$ cat src/rtl/core/rcsp_pkg.sv
// Shared types, widths and codes for the rectangle clip, scale and pad block.
`default_nettype none
package rcsp_pkg;

	localparam int COORD_W = 24;
	localparam int SIZE_W  = 23;
	localparam int PAD_W   = 16;
	localparam int PROD_W  = 2 * SIZE_W;
	localparam int IDX_W   = 3;

	typedef enum logic [1:0] {
		ST_OK          = 2'd0,
		ST_NOT_VISIBLE = 2'd1,
		ST_INVALID     = 2'd2
	} status_t;

	typedef enum logic [IDX_W-1:0] {
		REG_REGION_X = 3'd0,
		REG_REGION_Y = 3'd1,
		REG_REGION_W = 3'd2,
		REG_REGION_H = 3'd3,
		REG_SOURCE_W = 3'd4,
		REG_SOURCE_H = 3'd5,
		REG_PAD      = 3'd6
	} reg_idx_t;

	typedef struct packed {
		logic signed [COORD_W-1:0] rect_x;
		logic signed [COORD_W-1:0] rect_y;
		logic signed [COORD_W-1:0] rect_w;
		logic signed [COORD_W-1:0] rect_h;
	} in_t;

	typedef struct packed {
		status_t           status;
		logic [SIZE_W-1:0] out_x;
		logic [SIZE_W-1:0] out_y;
		logic [SIZE_W-1:0] out_w;
		logic [SIZE_W-1:0] out_h;
	} out_t;

	// Control flags that travel beside the arithmetic through every stage.
	typedef struct packed {
		logic vld;
		logic bad;
		logic vis_x;
		logic vis_y;
	} meta_t;

endpackage
`default_nettype wire

$ cat src/rtl/core/rcsp_div.sv
// Pipelined restoring divider, one quotient bit per stage.
`default_nettype none
module rcsp_div import rcsp_pkg::*; (
	input  wire logic              clk,
	input  wire logic              en,
	input  wire logic [PROD_W-1:0] num,
	input  wire logic [SIZE_W-1:0] den,
	output logic      [SIZE_W-1:0] quo
);

	// The quotient is known to fit in SIZE_W bits, so the upper half of the
	// dividend starts out below the divisor.
	logic [SIZE_W-1:0] rem_s [1:SIZE_W-1];
	logic [SIZE_W-1:0] low_s [1:SIZE_W-1];
	logic [SIZE_W-1:0] quo_s [1:SIZE_W];

	for (genvar k = 1; k <= SIZE_W; k++) begin : g_step
		logic [SIZE_W-1:0] rem_i;
		logic [SIZE_W-1:0] low_i;
		logic [SIZE_W-1:0] quo_i;
		logic [SIZE_W:0]   trial;
		logic [SIZE_W+1:0] diff;
		logic              fits;

		if (k == 1) begin : g_first
			assign rem_i = num[PROD_W-1:SIZE_W];
			assign low_i = num[SIZE_W-1:0];
			assign quo_i = '0;
		end else begin : g_next
			assign rem_i = rem_s[k-1];
			assign low_i = low_s[k-1];
			assign quo_i = quo_s[k-1];
		end

		assign trial = {rem_i, low_i[SIZE_W-1]};
		assign diff  = {1'b0, trial} - {2'b00, den};
		assign fits  = ~diff[SIZE_W+1];

		always_ff @(posedge clk) begin
			if (en) begin
				quo_s[k] <= {quo_i[SIZE_W-2:0], fits};
			end
		end

		if (k < SIZE_W) begin : g_carry
			always_ff @(posedge clk) begin
				if (en) begin
					rem_s[k] <= fits ? diff[SIZE_W-1:0] : trial[SIZE_W-1:0];
					low_s[k] <= {low_i[SIZE_W-2:0], 1'b0};
				end
			end
		end
	end

	assign quo = quo_s[SIZE_W];

endmodule
`default_nettype wire

$ cat config.mk
export PLATFORM = sky130hd
export DESIGN_NAME = rcsp_div
export DESIGN_NICKNAME = d
export VERILOG_FILES = /design/src/rtl/core/rcsp_pkg.sv /design/src/rtl/core/rcsp_div.sv
export SDC_FILE = /design/constraint.sdc
export NUM_CORES = 2
export LEC_CHECK = 0
export BUFFER_PORTS_ARGS = -buffer_cell sky130_fd_sc_hd__buf_2
export CAP_MARGIN = 20
export CORE_AREA = 5 5 300 361
export CTS_CLUSTER_DIAMETER = 150
export CTS_CLUSTER_SIZE = 40
export DETAILED_ROUTE_END_ITERATION = 12
export DIE_AREA = 0 0 305 366
export HOLD_SLACK_MARGIN = 0.08
export PLACE_DENSITY = 0.83
export SYNTH_ARGS = -nofsm -noshare
export SYNTH_HDL_FRONTEND = slang
export SYNTH_SLANG_ARGS = --single-unit
$ cat constraint.sdc
create_clock -name clk -period 4.19 [get_ports clk]
set_clock_uncertainty 0.05 [all_clocks]
set_input_delay 0.838 -clock clk [delete_from_list [all_inputs] [get_ports clk]]
set_output_delay 0.838 -clock clk [all_outputs]
set_load 0.02 [all_outputs]
==> results.toml <==
[placed_design]
gp_congestion = 0.938
place.detailed.instances = 6960
io_buffers = 93
hpwlAfterDp_mm = 99.1

[routing]
routed-wl-met3_mm = 5.94
drc = 0
detail_route.wirelength_mm = 134
met1_length_mm = 52.0
wl_per_cell_um = 19.2
amount_of_wire_on_met2_after_detailed_routing_mm = 69.2
antenna_left = 0
drt_pass1_iterations = 7
route.detailed.vias_per_inst = 6.00
first_iter_violations = 3245
vias = 41961
highest_layer = "met4"

[timing]
slew_headroom_pct = 49.9
fin_setup_tns_ns = 0
max_freq_mhz = 261
timing.final.crit_share_pct = 91.4
finalSetupViolCount = 0
rsz0062_at_grt = "no"
report.final.hold_viol_count = 0
worst-slew-pin-transition_ns = 0.752
drv_slew = 0
min_period_ns = 3.83

[cts]
cts_buffers = 29
cts_root_buf = "sky130_fd_sc_hd__clkbuf_16"
worst_setup_hold_path_clk_slew_ns = 0.13
cts.repair_timing.setup_buffer_count = 0
hold_buffers = 0
clock-sinks = 1035
cts_max_level = 1
clock_latency_ns = 0.71
cts_resized = 0
tritoncts = "yes"
clock_tree.buffer_depth = 3

[global_route]
antenna_violations_before_repair = 0
global_route_wire_length_before_repair_mm = 213
globalRouteTotalUtil_pct = 23.2
grt_pass1_vias = 41661
grt_start_max_net_pins = 112
grt_overflow = 0

[floorplanning]
floorplan.die.width_um = 305
start_util_pct = 57.7
num_io_pins = 94
fp.dieH_um = 366
core.rowCount = 130
die_area_um2 = 112000
core_area_um2 = 104000

[run]
cap_violations = 0

[setup_path]
reg2reg_setup_slack_ns = 0.54
first_element_of_the_critical_path = "den[0]"
crit-reg2reg-launch = "low_s[0][65]"
rr_endpoint = "rem_s[0][90]"
worst_ep_required_time_ns = 4.58
worst-setup-path-type = "input pin to flop"
worstRegToRegCells = 15
setup.worst_path.end_class = "flop"
critical_path_arrival_ns = 4.22
timing.critical_path.fanout_max = 42
worstSetupStartpointType = "input pin"

[worst_hold_path]
worst_hold_class = "input pin to flop"
holdPathStages = 1
whs_endpoint = "low_s[0][25]"
hold_path_startpoint = "num[3]"

[yosys]
ys_warn_count = 0
syn_inst = 5162
fraction_of_registers_with_async_set_reset_pct = 0
yosysUniqueCellTypes = 93
synthesis.nets = 5783
syn-mean-instance-area_um2 = 11.6
share_of_the_yosys_chip_area_belonging_to_registers_pct = 51.7
synthFlopType = "sky130_fd_sc_hd__edfxtp_1"
cell_area_after_synthesis_um2 = 60100
synth-edff-count = 1035
ys_ff_latch = 1035

[pwr]
cellPowerDensity_nw_per_um2 = 745
power.static_leakage_uw = 0.0265
power.ir.vdd_worst_v = 0.000583

[final_layout]
final_net_count = 6226
drive_above_1_share_pct = 14.2
total_of_fill_cells_in_the_finished_design = 7905
area_growth_from_synthesis_to_final_layout_pct = 10.7
layout.cells.non_filler = 6991

[run_status]
outcome = "finished, final reports clean"
## stage by stage
stage          instance area, µm²  setup WS [ns]  hold WS, ns  util [%]  power (µW)
3_3_place_gp                65800         -0.235        0.351      63.1       44300
6_report                    66600          0.360        0.258      63.8       49600
4_1_cts                     66600          0.408        0.190      63.8       49600
5_1_grt                     66600          0.119        0.209      63.8       53200
3_5_place_dp                65800         -0.350        0.355      63.1       45300
2_1_floorplan               60100         0.0303        0.350         -       36900
## power breakdown
group	internal [µW]	switching [µW]
clock network	1260	2880
registers	16100	1850
logic	13400	14100
## layout by cell type (no fill, tap or decap), types with 23 or more instances in the layout
master                      instances
sky130_fd_sc_hd__mux2_2           191
sky130_fd_sc_hd__nand2_1          398
sky130_fd_sc_hd__nand4_1           31
sky130_fd_sc_hd__a211oi_1          46
sky130_fd_sc_hd__buf_2             92
sky130_fd_sc_hd__buf_12            61
sky130_fd_sc_hd__xor2_1           149
sky130_fd_sc_hd__and3_1            32
sky130_fd_sc_hd__ha_1             528
sky130_fd_sc_hd__edfxtp_1        1035
sky130_fd_sc_hd__o21ai_0          428
sky130_fd_sc_hd__clkbuf_16         29
sky130_fd_sc_hd__nand3_1           75
sky130_fd_sc_hd__a21o_1           199
sky130_fd_sc_hd__o21bai_1          30
sky130_fd_sc_hd__buf_4            365
sky130_fd_sc_hd__inv_1            155
sky130_fd_sc_hd__a21oi_1          410
sky130_fd_sc_hd__nand2b_1          97
sky130_fd_sc_hd__o21a_1           104
sky130_fd_sc_hd__nor2_1           318
sky130_fd_sc_hd__o21ai_1           23
sky130_fd_sc_hd__o31ai_1           28
sky130_fd_sc_hd__a31oi_1           39
sky130_fd_sc_hd__nor3_1            60
sky130_fd_sc_hd__xnor2_1          234
sky130_fd_sc_hd__nor2b_1           75
## registers in the layout (all words and copies together) (netlist names)
signal,count
quo_s,276
low_s,253
rem_s,506
## final cells by class
type | instances | area [µm²] | area share, %
sequential | 1035 | 31100 | 46.7
multi-input combinational | 3862 | 28000 | 42.0
timing repair buffer | 519 | 4440 | 6.67
tap | 1386 | 1730 | 2.61
clock buffer | 29 | 726 | 1.09
inverter | 158 | 593 | 0.891
clock inverter | 1 | 7.51 | 0.0113
antenna | 1 | 2.50 | 0.00376
## worst max path at each step
stage / slack [ns] / to / cells past startpoint
finish: 0.36 / rem_s[0][32] / 14
global route: 0.12 / rem_s[0][32] / 14
CTS: 0.41 / rem_s[0][32] / 14
detailed placement: -0.35 / rem_s[0][26] / 14
global placement: -0.24 / rem_s[0][26] / 14
floorplan: 0.03 / rem_s[2][61] / 15
## worst max-delay path: stages
cell,delay [ns]
sky130_fd_sc_hd__buf_2,0.18
sky130_fd_sc_hd__buf_4,0.17
sky130_fd_sc_hd__ha_1,0.20
sky130_fd_sc_hd__fa_1,0.42
sky130_fd_sc_hd__nand2b_1,0.18
sky130_fd_sc_hd__a211oi_1,0.32
sky130_fd_sc_hd__o21ai_0,0.18
sky130_fd_sc_hd__o31ai_1,0.32
sky130_fd_sc_hd__o21ai_0,0.17
sky130_fd_sc_hd__a21oi_1,0.31
sky130_fd_sc_hd__o41ai_2,0.14
sky130_fd_sc_hd__o2111a_1,0.30
sky130_fd_sc_hd__buf_12,0.17
sky130_fd_sc_hd__mux2_2,0.28
## cells in the mapped netlist (22+ instances only)
library cell               number  area share [%]
sky130_fd_sc_hd__nand4_1       31            0.32
sky130_fd_sc_hd__nand3_1       75            0.62
sky130_fd_sc_hd__o21a_1       104             1.3
sky130_fd_sc_hd__nor2_1       318             2.0
sky130_fd_sc_hd__mux2i_1       22            0.37
sky130_fd_sc_hd__nand2_1      398             2.5
sky130_fd_sc_hd__fa_1          22            0.73
sky130_fd_sc_hd__o21bai_1      30            0.37
sky130_fd_sc_hd__o21ai_0      429             3.6
sky130_fd_sc_hd__a21oi_1      410             3.4
sky130_fd_sc_hd__xnor2_1      234             3.4
sky130_fd_sc_hd__a211oi_1      46            0.57
sky130_fd_sc_hd__inv_1        155            0.97
sky130_fd_sc_hd__ha_1         528              11
sky130_fd_sc_hd__a21o_1       199             2.5
sky130_fd_sc_hd__clkbuf_1      55            0.34
sky130_fd_sc_hd__o21ai_1       23            0.19
sky130_fd_sc_hd__xor2_1       149             2.2
sky130_fd_sc_hd__a31oi_1       39            0.41
sky130_fd_sc_hd__mux2_2       191             3.6
sky130_fd_sc_hd__nor3_1        60            0.50
sky130_fd_sc_hd__and3_1        32            0.33
sky130_fd_sc_hd__o31ai_1       28            0.35
sky130_fd_sc_hd__edfxtp_1    1035              52
sky130_fd_sc_hd__nand2b_1      97             1.0
sky130_fd_sc_hd__buf_2         34            0.28
sky130_fd_sc_hd__nor2b_1       75            0.78
## cells by family after synthesis
| group | synth area share [%] |
|---|---|
| and+or+nand+nor | 9.43 |
| adders and majority gates | 11.7 |
| buffers and inverters | 1.86 |
| muxes | 4.02 |
| xor gates and xnor gates | 5.58 |
| AOI/OAI and AO/OA | 15.7 |
| DFF | 51.7 |
## per-layer routing
layer	GRT usage [%]	up-vias
li1	-	20417
met1	27.4	20074
met2	42.8	1124
met3	2.13	346
met4	10.6	0
met5	0	-
(Power assumes the default switching activity.)
